===== src/hdl/tanimoto_descriptor_distance_core_macros.svh =====
// Assertion helpers shared by the RTL files.
// Each check is sampled on the rising edge of clock and is switched off while reset is high.
`ifndef TANIMOTO_DESCRIPTOR_DISTANCE_CORE_MACROS_SVH
`define TANIMOTO_DESCRIPTOR_DISTANCE_CORE_MACROS_SVH

`ifndef NO_ASSERTIONS
`define TDD_ASSERT(label, expr, msg) \
   label: assert property (@(posedge clock) disable iff (reset) (expr)) else $error(msg);
`define TDD_ASSERT_IMP(label, ante, cons, msg) \
   label: assert property (@(posedge clock) disable iff (reset) (ante) |-> (cons)) \
      else $error(msg);
`else
`define TDD_ASSERT(label, expr, msg)
`define TDD_ASSERT_IMP(label, ante, cons, msg)
`endif

`endif


===== src/hdl/tdd_pkg.sv =====
`default_nettype none

package tdd_pkg;

   // longest vector that is accumulated
   localparam int unsigned MAX_LEN     = 256;
   // pair counter saturates at MAX_LEN + 1
   localparam int unsigned CNT_W       = $clog2(MAX_LEN + 2);
   localparam int unsigned SUM_W       = $clog2(255 * MAX_LEN + 1);
   localparam int unsigned SQ_W        = $clog2(65025 * MAX_LEN + 1);
   // multiplier operands: x up to a product of two sums, y up to a square sum
   localparam int unsigned X_W         = 2 * SUM_W;
   localparam int unsigned DIG_N       = (SQ_W + 7) / 8;
   localparam int unsigned Y_W         = 8 * DIG_N;
   localparam int unsigned PROD_W      = X_W + Y_W;
   localparam int unsigned D_W         = PROD_W + 1;
   localparam int unsigned DIST_W      = 23;
   localparam int unsigned DIV_STEPS   = 23;
   localparam int unsigned QUEUE_DEPTH = 2;

   localparam logic [DIST_W-1:0] FULL_SCALE = DIST_W'(6553600);

   typedef struct packed {
      logic [7:0] elem_a;
      logic [7:0] elem_b;
      logic       last_elem;
   } req_type;

   typedef struct packed {
      logic [DIST_W-1:0] distance_q16;
      logic              zero_sum;
      logic              too_long;
   } rsp_type;

   // finished sums of one vector pair
   typedef struct packed {
      logic [SUM_W-1:0] sum_a;
      logic [SUM_W-1:0] sum_b;
      logic [SQ_W-1:0]  dot;
      logic [SQ_W-1:0]  sq_a;
      logic [SQ_W-1:0]  sq_b;
      logic             too_long;
   } sums_type;

   typedef struct packed {
      logic full;
      logic empty;
   } q_status_type;

endpackage

`default_nettype wire


===== src/hdl/tdd_front.sv =====
`default_nettype none

module tdd_front (
   input  logic                  clock,
   input  logic                  reset,
   input  logic                  req_valid,
   output logic                  req_ready,
   input  tdd_pkg::req_type      req_data,
   input  tdd_pkg::q_status_type q_status,
   output logic                  push,
   output tdd_pkg::sums_type     push_data
);
   import tdd_pkg::*;

   logic [CNT_W-1:0] count_ff, count_in;
   logic [SUM_W-1:0] sum_a_ff, sum_a_in, sum_b_ff, sum_b_in;
   logic [SQ_W-1:0]  dot_ff, dot_in, sq_a_ff, sq_a_in, sq_b_ff, sq_b_in;
   logic             take;
   logic             accept;
   logic [15:0]      p_ab, p_aa, p_bb;

   assign req_ready = !q_status.full;
   assign accept    = req_valid && req_ready;

   always_comb begin
      take     = count_ff < CNT_W'(MAX_LEN);
      p_ab     = 16'(req_data.elem_a) * 16'(req_data.elem_b);
      p_aa     = 16'(req_data.elem_a) * 16'(req_data.elem_a);
      p_bb     = 16'(req_data.elem_b) * 16'(req_data.elem_b);
      sum_a_in = sum_a_ff;
      sum_b_in = sum_b_ff;
      dot_in   = dot_ff;
      sq_a_in  = sq_a_ff;
      sq_b_in  = sq_b_ff;
      if (take) begin
         sum_a_in = sum_a_ff + SUM_W'(req_data.elem_a);
         sum_b_in = sum_b_ff + SUM_W'(req_data.elem_b);
         dot_in   = dot_ff + SQ_W'(p_ab);
         sq_a_in  = sq_a_ff + SQ_W'(p_aa);
         sq_b_in  = sq_b_ff + SQ_W'(p_bb);
      end
      count_in = (count_ff <= CNT_W'(MAX_LEN)) ? count_ff + 1'b1 : count_ff;

      push               = accept && req_data.last_elem;
      push_data.sum_a    = sum_a_in;
      push_data.sum_b    = sum_b_in;
      push_data.dot      = dot_in;
      push_data.sq_a     = sq_a_in;
      push_data.sq_b     = sq_b_in;
      push_data.too_long = count_in > CNT_W'(MAX_LEN);
   end

   always_ff @(posedge clock) begin
      if (reset || push) begin
         count_ff <= '0;
         sum_a_ff <= '0;
         sum_b_ff <= '0;
         dot_ff   <= '0;
         sq_a_ff  <= '0;
         sq_b_ff  <= '0;
      end else if (accept) begin
         count_ff <= count_in;
         sum_a_ff <= sum_a_in;
         sum_b_ff <= sum_b_in;
         dot_ff   <= dot_in;
         sq_a_ff  <= sq_a_in;
         sq_b_ff  <= sq_b_in;
      end
   end

endmodule

`default_nettype wire


===== src/hdl/tdd_queue.sv =====
`default_nettype none
`include "tanimoto_descriptor_distance_core_macros.svh"

module tdd_queue (
   input  logic                  clock,
   input  logic                  reset,
   input  logic                  push,
   input  tdd_pkg::sums_type     push_data,
   input  logic                  pop,
   output tdd_pkg::sums_type     pop_data,
   output tdd_pkg::q_status_type status
);
   import tdd_pkg::*;

   localparam int unsigned PTR_W = (QUEUE_DEPTH > 1) ? $clog2(QUEUE_DEPTH) : 1;
   localparam int unsigned QC_W  = $clog2(QUEUE_DEPTH + 1);

   sums_type          slots_ff [QUEUE_DEPTH];
   logic [PTR_W-1:0]  wr_ptr_ff, rd_ptr_ff;
   logic [QC_W-1:0]   count_ff;

   function automatic logic [PTR_W-1:0] bump(input logic [PTR_W-1:0] ptr);
      return (ptr == PTR_W'(QUEUE_DEPTH - 1)) ? '0 : ptr + 1'b1;
   endfunction

   assign pop_data     = slots_ff[rd_ptr_ff];
   assign status.full  = count_ff == QC_W'(QUEUE_DEPTH);
   assign status.empty = count_ff == '0;

   always_ff @(posedge clock) begin
      if (push) begin
         slots_ff[wr_ptr_ff] <= push_data;
      end
   end

   always_ff @(posedge clock) begin
      if (reset) begin
         wr_ptr_ff <= '0;
         rd_ptr_ff <= '0;
         count_ff  <= '0;
      end else begin
         if (push) begin
            wr_ptr_ff <= bump(wr_ptr_ff);
         end
         if (pop) begin
            rd_ptr_ff <= bump(rd_ptr_ff);
         end
         if (push && !pop) begin
            count_ff <= count_ff + 1'b1;
         end else if (pop && !push) begin
            count_ff <= count_ff - 1'b1;
         end
      end
   end

   `TDD_ASSERT_IMP(a_no_overflow, push, count_ff < QC_W'(QUEUE_DEPTH), "push into full queue")
   `TDD_ASSERT_IMP(a_no_underflow, pop, count_ff != '0, "pop from empty queue")
   `TDD_ASSERT(a_count_range, count_ff <= QC_W'(QUEUE_DEPTH), "queue count out of range")

endmodule

`default_nettype wire


===== src/hdl/tdd_back.sv =====
`default_nettype none
`include "tanimoto_descriptor_distance_core_macros.svh"

module tdd_back (
   input  logic                  clock,
   input  logic                  reset,
   input  tdd_pkg::q_status_type q_status,
   input  tdd_pkg::sums_type     pop_data,
   output logic                  pop,
   output logic                  rsp_valid,
   input  logic                  rsp_ready,
   output tdd_pkg::rsp_type      rsp_data
);
   import tdd_pkg::*;

   localparam int unsigned DIG_W  = (DIG_N > 1) ? $clog2(DIG_N) : 1;
   localparam int unsigned STEP_W = $clog2(DIV_STEPS);
   localparam int unsigned E_W    = D_W + 7;

   typedef enum logic [3:0] {
      S_IDLE, S_MUL, S_ADD, S_SUB, S_SUB2, S_SCALE1, S_SCALE2, S_DIV, S_DONE
   } state_type;

   typedef enum logic [2:0] {
      OP_AB, OP_BB, OP_AA, OP_N, OP_T1, OP_T2
   } op_type;

   state_type         state_ff, state_in;
   op_type            op_ff, op_in;
   logic [DIG_W-1:0]  dig_ff, dig_in;
   logic [SUM_W-1:0]  sa_ff, sa_in, sb_ff, sb_in;
   logic [SQ_W-1:0]   sab_ff, sab_in, saa_ff, saa_in, sbb_ff, sbb_in;
   logic              long_ff, long_in, zero_ff, zero_in;
   logic [X_W-1:0]    x_ff, x_in;
   logic [Y_W-1:0]    y_ff, y_in;
   logic [PROD_W-1:0] acc_ff, acc_in;
   logic [X_W-1:0]    m_ab_ff, m_ab_in, m_bb_ff, m_bb_in, m_aa_ff, m_aa_in;
   logic [PROD_W-1:0] n_ff, n_in, t1_ff, t1_in, t2_ff, t2_in;
   logic [D_W-1:0]    s_ff, s_in, d_ff, d_in, e_ff, e_in, rem_ff, rem_in;
   logic [E_W-1:0]    e96_ff, e96_in;
   logic [DIV_STEPS-1:0] lo_ff, lo_in;
   logic [DIST_W-1:0] q_ff, q_in;
   logic [STEP_W-1:0] step_ff, step_in;
   logic              rsp_valid_ff, rsp_valid_in;
   rsp_type           rsp_ff, rsp_in;

   logic [7:0]        digit;
   logic [X_W+7:0]    part;
   logic [PROD_W-1:0] acc_next;
   logic [E_W-1:0]    e100;
   logic [D_W:0]      trial;

   assign pop       = (state_ff == S_IDLE) && !q_status.empty;
   assign rsp_valid = rsp_valid_ff;
   assign rsp_data  = rsp_ff;

   always_comb begin
      digit    = y_ff[Y_W-1 -: 8];
      part     = (X_W + 8)'(x_ff) * (X_W + 8)'(digit);
      acc_next = (acc_ff << 8) + PROD_W'(part);
      e100     = e96_ff + (E_W'(e_ff) << 2);
      trial    = {rem_ff, lo_ff[DIV_STEPS-1]};

      state_in     = state_ff;
      op_in        = op_ff;
      dig_in       = dig_ff;
      sa_in        = sa_ff;
      sb_in        = sb_ff;
      sab_in       = sab_ff;
      saa_in       = saa_ff;
      sbb_in       = sbb_ff;
      long_in      = long_ff;
      zero_in      = zero_ff;
      x_in         = x_ff;
      y_in         = y_ff;
      acc_in       = acc_ff;
      m_ab_in      = m_ab_ff;
      m_bb_in      = m_bb_ff;
      m_aa_in      = m_aa_ff;
      n_in         = n_ff;
      t1_in        = t1_ff;
      t2_in        = t2_ff;
      s_in         = s_ff;
      d_in         = d_ff;
      e_in         = e_ff;
      e96_in       = e96_ff;
      rem_in       = rem_ff;
      lo_in        = lo_ff;
      q_in         = q_ff;
      step_in      = step_ff;
      rsp_valid_in = rsp_valid_ff && !rsp_ready;
      rsp_in       = rsp_ff;

      case (state_ff)
         S_IDLE: begin
            if (!q_status.empty) begin
               sa_in   = pop_data.sum_a;
               sb_in   = pop_data.sum_b;
               sab_in  = pop_data.dot;
               saa_in  = pop_data.sq_a;
               sbb_in  = pop_data.sq_b;
               long_in = pop_data.too_long;
               zero_in = (pop_data.sum_a == '0) || (pop_data.sum_b == '0);
               op_in   = OP_AB;
               dig_in  = '0;
               acc_in  = '0;
               x_in    = X_W'(pop_data.sum_a);
               y_in    = Y_W'(pop_data.sum_b);
               q_in    = '0;
               state_in = zero_in ? S_DONE : S_MUL;
            end
         end
         S_MUL: begin
            // one byte of y per cycle, most significant first
            acc_in = acc_next;
            y_in   = y_ff << 8;
            dig_in = dig_ff + 1'b1;
            if (dig_ff == DIG_W'(DIG_N - 1)) begin
               acc_in = '0;
               dig_in = '0;
               case (op_ff)
                  OP_AB: begin
                     m_ab_in = acc_next[X_W-1:0];
                     op_in   = OP_BB;
                     x_in    = X_W'(sb_ff);
                     y_in    = Y_W'(sb_ff);
                  end
                  OP_BB: begin
                     m_bb_in = acc_next[X_W-1:0];
                     op_in   = OP_AA;
                     x_in    = X_W'(sa_ff);
                     y_in    = Y_W'(sa_ff);
                  end
                  OP_AA: begin
                     m_aa_in = acc_next[X_W-1:0];
                     op_in   = OP_N;
                     x_in    = m_ab_ff;
                     y_in    = Y_W'(sab_ff);
                  end
                  OP_N: begin
                     n_in  = acc_next;
                     op_in = OP_T1;
                     x_in  = m_bb_ff;
                     y_in  = Y_W'(saa_ff);
                  end
                  OP_T1: begin
                     t1_in = acc_next;
                     op_in = OP_T2;
                     x_in  = m_aa_ff;
                     y_in  = Y_W'(sbb_ff);
                  end
                  OP_T2: begin
                     t2_in    = acc_next;
                     state_in = S_ADD;
                  end
                  default: begin
                     state_in = S_IDLE;
                  end
               endcase
            end
         end
         S_ADD: begin
            s_in     = D_W'(t1_ff) + D_W'(t2_ff);
            state_in = S_SUB;
         end
         S_SUB: begin
            d_in     = s_ff - D_W'(n_ff);
            state_in = S_SUB2;
         end
         S_SUB2: begin
            e_in = d_ff - D_W'(n_ff);
            if (d_ff == '0) begin
               q_in     = '0;
               state_in = S_DONE;
            end else begin
               state_in = S_SCALE1;
            end
         end
         S_SCALE1: begin
            e96_in   = (E_W'(e_ff) << 6) + (E_W'(e_ff) << 5);
            state_in = S_SCALE2;
         end
         S_SCALE2: begin
            // numerator is e * 100 * 2^16; the part above bit 23 is below d
            rem_in   = e100[E_W-1:7];
            lo_in    = {e100[6:0], 16'h0000};
            q_in     = '0;
            step_in  = '0;
            state_in = S_DIV;
         end
         S_DIV: begin
            lo_in   = lo_ff << 1;
            step_in = step_ff + 1'b1;
            if (trial >= {1'b0, d_ff}) begin
               rem_in = D_W'(trial - {1'b0, d_ff});
               q_in   = {q_ff[DIST_W-2:0], 1'b1};
            end else begin
               rem_in = trial[D_W-1:0];
               q_in   = {q_ff[DIST_W-2:0], 1'b0};
            end
            if (step_ff == STEP_W'(DIV_STEPS - 1)) begin
               state_in = S_DONE;
            end
         end
         S_DONE: begin
            if (!rsp_valid_ff || rsp_ready) begin
               rsp_valid_in        = 1'b1;
               rsp_in.distance_q16 = (q_ff > FULL_SCALE) ? FULL_SCALE : q_ff;
               rsp_in.zero_sum     = zero_ff;
               rsp_in.too_long     = long_ff;
               state_in            = S_IDLE;
            end
         end
         default: begin
            state_in = S_IDLE;
         end
      endcase
   end

   always_ff @(posedge clock) begin
      if (reset) begin
         state_ff     <= S_IDLE;
         rsp_valid_ff <= 1'b0;
      end else begin
         state_ff     <= state_in;
         rsp_valid_ff <= rsp_valid_in;
      end
      op_ff   <= op_in;
      dig_ff  <= dig_in;
      sa_ff   <= sa_in;
      sb_ff   <= sb_in;
      sab_ff  <= sab_in;
      saa_ff  <= saa_in;
      sbb_ff  <= sbb_in;
      long_ff <= long_in;
      zero_ff <= zero_in;
      x_ff    <= x_in;
      y_ff    <= y_in;
      acc_ff  <= acc_in;
      m_ab_ff <= m_ab_in;
      m_bb_ff <= m_bb_in;
      m_aa_ff <= m_aa_in;
      n_ff    <= n_in;
      t1_ff   <= t1_in;
      t2_ff   <= t2_in;
      s_ff    <= s_in;
      d_ff    <= d_in;
      e_ff    <= e_in;
      e96_ff  <= e96_in;
      rem_ff  <= rem_in;
      lo_ff   <= lo_in;
      q_ff    <= q_in;
      step_ff <= step_in;
      rsp_ff  <= rsp_in;
   end

   `TDD_ASSERT_IMP(a_dist_range, rsp_valid_ff, rsp_ff.distance_q16 <= FULL_SCALE,
                   "distance above full scale")
   `TDD_ASSERT_IMP(a_zero_dist, rsp_valid_ff && rsp_ff.zero_sum, rsp_ff.distance_q16 == '0,
                   "zero sum with nonzero distance")
   `TDD_ASSERT_IMP(a_div_nonzero, state_ff == S_DIV, d_ff != '0, "division by zero divisor")

endmodule

`default_nettype wire


===== src/hdl/tanimoto_descriptor_distance_core.sv =====
// Tanimoto distance core: element pairs are taken one per cycle when the sum queue has room.
// From the transfer of the last pair, the sums pass through the byte-serial multiplier and the
// 23-step divider before rsp_valid; a zero sum skips both and goes straight to the result.
// The back end takes one vector pair at a time; a two-entry sum queue absorbs short vectors.
// Reset is synchronous and active high: it clears the accumulators, the queue and rsp_valid.
`default_nettype none

module tanimoto_descriptor_distance_core (
   input  logic             clock,
   input  logic             reset,
   input  logic             req_valid,
   output logic             req_ready,
   input  tdd_pkg::req_type req_data,
   output logic             rsp_valid,
   input  logic             rsp_ready,
   output tdd_pkg::rsp_type rsp_data
);
   import tdd_pkg::*;

   // front end -> queue
   logic         push;
   sums_type     push_data;
   // queue -> back end
   logic         pop;
   sums_type     pop_data;
   q_status_type q_status;

   // Front end: three products and two bytes per transfer feed five running sums and a saturating
   // pair count. Pairs beyond MAX_LEN are counted but not summed. On the last pair the
   // finished sums go into the queue and the accumulators clear in the same cycle.
   tdd_front u_front (
      .clock     (clock),
      .reset     (reset),
      .req_valid (req_valid),
      .req_ready (req_ready),
      .req_data  (req_data),
      .q_status  (q_status),
      .push      (push),
      .push_data (push_data)
   );

   // Short queue so the front end keeps streaming while the back end divides.
   tdd_queue u_queue (
      .clock     (clock),
      .reset     (reset),
      .push      (push),
      .push_data (push_data),
      .pop       (pop),
      .pop_data  (pop_data),
      .status    (q_status)
   );

   // Back end: N = Sab*SA*SB, D = Saa*SB^2 + Sbb*SA^2 - N through one shared
   // byte-serial multiplier, then floor(6553600*(D - N)/D) by restoring division,
   // one quotient bit per cycle. The result sits in an output register.
   tdd_back u_back (
      .clock     (clock),
      .reset     (reset),
      .q_status  (q_status),
      .pop_data  (pop_data),
      .pop       (pop),
      .rsp_valid (rsp_valid),
      .rsp_ready (rsp_ready),
      .rsp_data  (rsp_data)
   );

endmodule

`default_nettype wire


===== config.mk =====
export PLATFORM = sky130hd
export DESIGN_NAME = tanimoto_descriptor_distance_core
export DESIGN_NICKNAME = d
export VERILOG_FILES = /design/src/hdl/tdd_pkg.sv /design/src/hdl/tdd_front.sv /design/src/hdl/tdd_queue.sv /design/src/hdl/tdd_back.sv /design/src/hdl/tanimoto_descriptor_distance_core.sv
export VERILOG_INCLUDE_DIRS = /design/src /design/src/hdl
export SDC_FILE = /design/constraint.sdc
export NUM_CORES = 2
export LEC_CHECK = 0
export BUFFER_PORTS_ARGS = -buffer_cell sky130_fd_sc_hd__buf_2
export CORE_UTILIZATION = 55
export CTS_CLUSTER_DIAMETER = 40
export DETAILED_ROUTE_END_ITERATION = 12
export GPL_TIMING_DRIVEN = 0
export HOLD_SLACK_MARGIN = 0.1
export MAX_ROUTING_LAYER = met4
export PLACE_DENSITY = 0.71
export SETUP_SLACK_MARGIN = 0.15
export SLEW_MARGIN = 15
export SYNTH_ARGS = -nofsm -noshare
export SYNTH_HDL_FRONTEND = slang
export SYNTH_HIERARCHICAL = 1
export SYNTH_SLANG_ARGS = --single-unit

===== constraint.sdc =====
create_clock -name clock -period 11.14 [get_ports clock]
set_input_delay 1.671 -clock clock [delete_from_list [all_inputs] [get_ports clock]]
set_output_delay 1.671 -clock clock [all_outputs]
set_load 0.005 [all_outputs]

==> run summary <==
Status = finished, violations left
Failing checks = antenna rules
Via count = 60280
CTS Buffer Depth = 3
Post-CTS sizing = 0
Largest net degree at the start of global routing = 41
Final WL = 228100 um
WP data required = 11.79 ns
Mapped Avg Cell Area = 10.48 um2
Setup Skew = 0.04652 ns
Overflow after GRT = 0
Routed length per instance = 22.80 um
IO Pins = 48
Max_slew headroom = 9.960%
FF-to-FF End = u_back/acc_ff[45]
Final Setup Violations = 0
Post-Syn Nets = 8544
Synth Flop Type = edfxtp_1
Min Tclk post-route = 8.153 ns
Vias per std cell = 6.026
Die X = 383.3 um
CTS clk-pin slew, worst paths = 0.06 ns
DP HPWL = 176000 um
Clock sinks = 1157
Crit Path Class = reg2reg
Mapped Cells = 7628
Initial antenna violation count = 11
CP Capture Type = register
Area share of the largest cell type after synthesis = 38.82%
TritonCTS clock tree = yes
Syn-to-layout area delta = 12.53%
Sequential share of the synthesized area = 41.90%
Initial drt markers = 6281
MaxCap Viol Count = 0
Slew at the pin closest to its max-slew limit = 1.341 ns
Root Driver = clkbuf_16
Fin. max-slew vios = 0
Crit-path max FO = 10
RD Place Congestion = 0.9624
Footprint of the multi-input gates = 42480 um2
Initial Utilization = 55.54%
FILL cells = 11610
Remaining DRCs = 0
Die height = 383.3 um
Reg2reg path depth = 19
Synth area leader = edfxtp_1
H-tree depth = 4
Core Region = 144000 um2
Most frequent cells after synthesis = 1034 x edfxtp_1, 742 x inv_1, 554 x nand2_1
Yosys reg bits = 1157
Placed insts = 9646
CP Launch Type = register
Setup ws final = 2.987 ns
Post-route ant nets = 1
Tot GR Track Use = 31.89%
Worst skew pair latency = 0.81 ns
Postcts setup bufs = 0
Share of cells above drive strength 1 = 8.792%
Post-Layout Cell Count = 10000
Setup WS pre-CTS = 3.219 ns
Worst Setup SP = u_back/y_ff[20]
Synth area leaders = edfxtp_1 39%, ha_1 8.6%, fa_1 8.6%
Worst setup endpoint = u_back/acc_ff[45]
Die ar. = 146900 um2
First-pass GRT wire length = 347000 um
Fin Hold WS = 0.4620 ns
Rows = 139
CTS buffer count = 184
Post-synth ARST share = 0%
RSZ-0062 raised after global routing = no
Hold Fails Final Rpt = 0
Maximum clock frequency = 122.6 MHz
Synth warn = 6
Port bufs = 47
Cell variety after synth = 111
WP data arrival = 8.80 ns
EDFF count, synth = 1034
Worst hold path type = reg2reg
Most common cell in the synthesized netlist = edfxtp_1
Vias in the first global route = 58200
Fin crit share = 73.19%
DR pass1 iterations = 7
Flop2flop setup slack = 2.99 ns
FF-to-FF Start = u_back/y_ff[20]
Mapped Area = 79970 um2
Sequential Area = 33510 um2
Hold Path Stages = 2
Post-CTS Hold Fix Bufs = 0
Final net count = 8845
==> kinds of logic (layout without fill, tap and decap cells) <==
logic type      after synthesis  count (layout)  share of synthesized area, %
mux                         190             190                         2.954
xor+xnor                    483             483                         5.290
other cells                   0              12                             0
flops                      1157            1157                         41.90
buf+inv                    1070            1529                         5.218
simple gates               1992            1992                         12.44
fa+ha+maj                   895             895                         17.22
compound gates             1841            1841                         14.97
==> layout by cell type, fill, tap and decap left out, types with 52 or more instances in the layout <==
master	count
a21o_1	272
and2_1	362
and3_1	63
xnor2_1	285
o21ai_0	366
nor2_1	380
a21oi_1	534
mux2_2	86
a211oi_1	53
buf_2	78
inv_1	742
o211ai_1	59
nand3_1	155
xor2_1	190
ha_1	552
nor2b_1	84
o21a_1	70
clkbuf_16	190
nand4_1	98
edfxtp_1	1034
clkbuf_1	293
mux2_4	53
nor3_1	74
fa_1	343
dfxtp_1	123
o21bai_1	72
nand2_1	554
nand2b_1	52
==> metal layers <==
layer	vias up	wire length [um]	global-route usage (%)
met2	2578	98350	45.83
met4	0	6166	8.970
met1	29470	102000	45.60
met5	-	0	-
li1	27860	-	-
met3	370	21610	6.549
==> layout make-up <==
type                    count  area share (%)
diodes                     12         0.03337
plain buffers             326           1.533
clock buffers             212           5.397
clock inverters           132           1.635
inverters                 744           3.103
multi-input cells        5401           47.20
flip-flops and latches   1157           37.24
well taps                1903           2.646
repair buffers            115           1.221
==> sequential cells by signal, summed over array words and instances, names as in the netlist, 48 cells and up, named ones only <==
signal,count
u_back/acc_ff,48
u_back/t1_ff,56
u_back/s_ff,57
u_back/t2_ff,56
u_back/e96_ff,59
u_back/n_ff,56
u_queue/slots_ff,210
u_back/d_ff,57
u_back/rem_ff,57
u_back/e_ff,57
==> worst max-delay path: stages (launching register included) <==
cell	delay [ns]
edfxtp_1	0.66
clkbuf_1	0.69
and2_1	0.29
fa_1	0.43
fa_1	0.49
fa_1	0.55
inv_1	0.05
fa_1	0.52
inv_1	0.05
ha_1	0.34
o311ai_0	0.44
o31ai_1	0.14
nor4_1	0.58
o21ai_1	0.35
a21oi_1	0.59
o21ai_0	0.30
a21oi_1	0.35
o21ai_0	0.22
xor2_1	0.69
and2_1	0.25
==> metrics by stage <==
step	utilization (%)	cell area (um2)	TNS (ns)
2_1_floorplan	-	79970	0
3_3_place_gp	57.35	82590	-132.90
3_5_place_dp	58.07	83620	0
4_1_cts	62.46	89950	0
5_1_grt	62.48	89970	0
6_report	62.50	90000	0
==> worst min path at each step <==
stage / startpoint / end / slack [ns]
2_1_floorplan: u_back/long_ff / u_back/rsp_data[0] / 0.40
3_3_place_gp: u_front/sq_b_ff[4] / u_front/sq_b_ff[4] / 0.44
3_5_place_dp: u_front/sq_b_ff[4] / u_front/sq_b_ff[4] / 0.45
4_1_cts: u_front/sq_b_ff[4] / u_front/sq_b_ff[4] / 0.46
5_1_grt: u_front/sq_b_ff[4] / u_front/sq_b_ff[4] / 0.48
6_report: u_front/sq_b_ff[4] / u_front/sq_b_ff[4] / 0.46
Power is not shown: default switching activity piles up to over one toggle a cycle in this logic, so the estimate is an artifact.
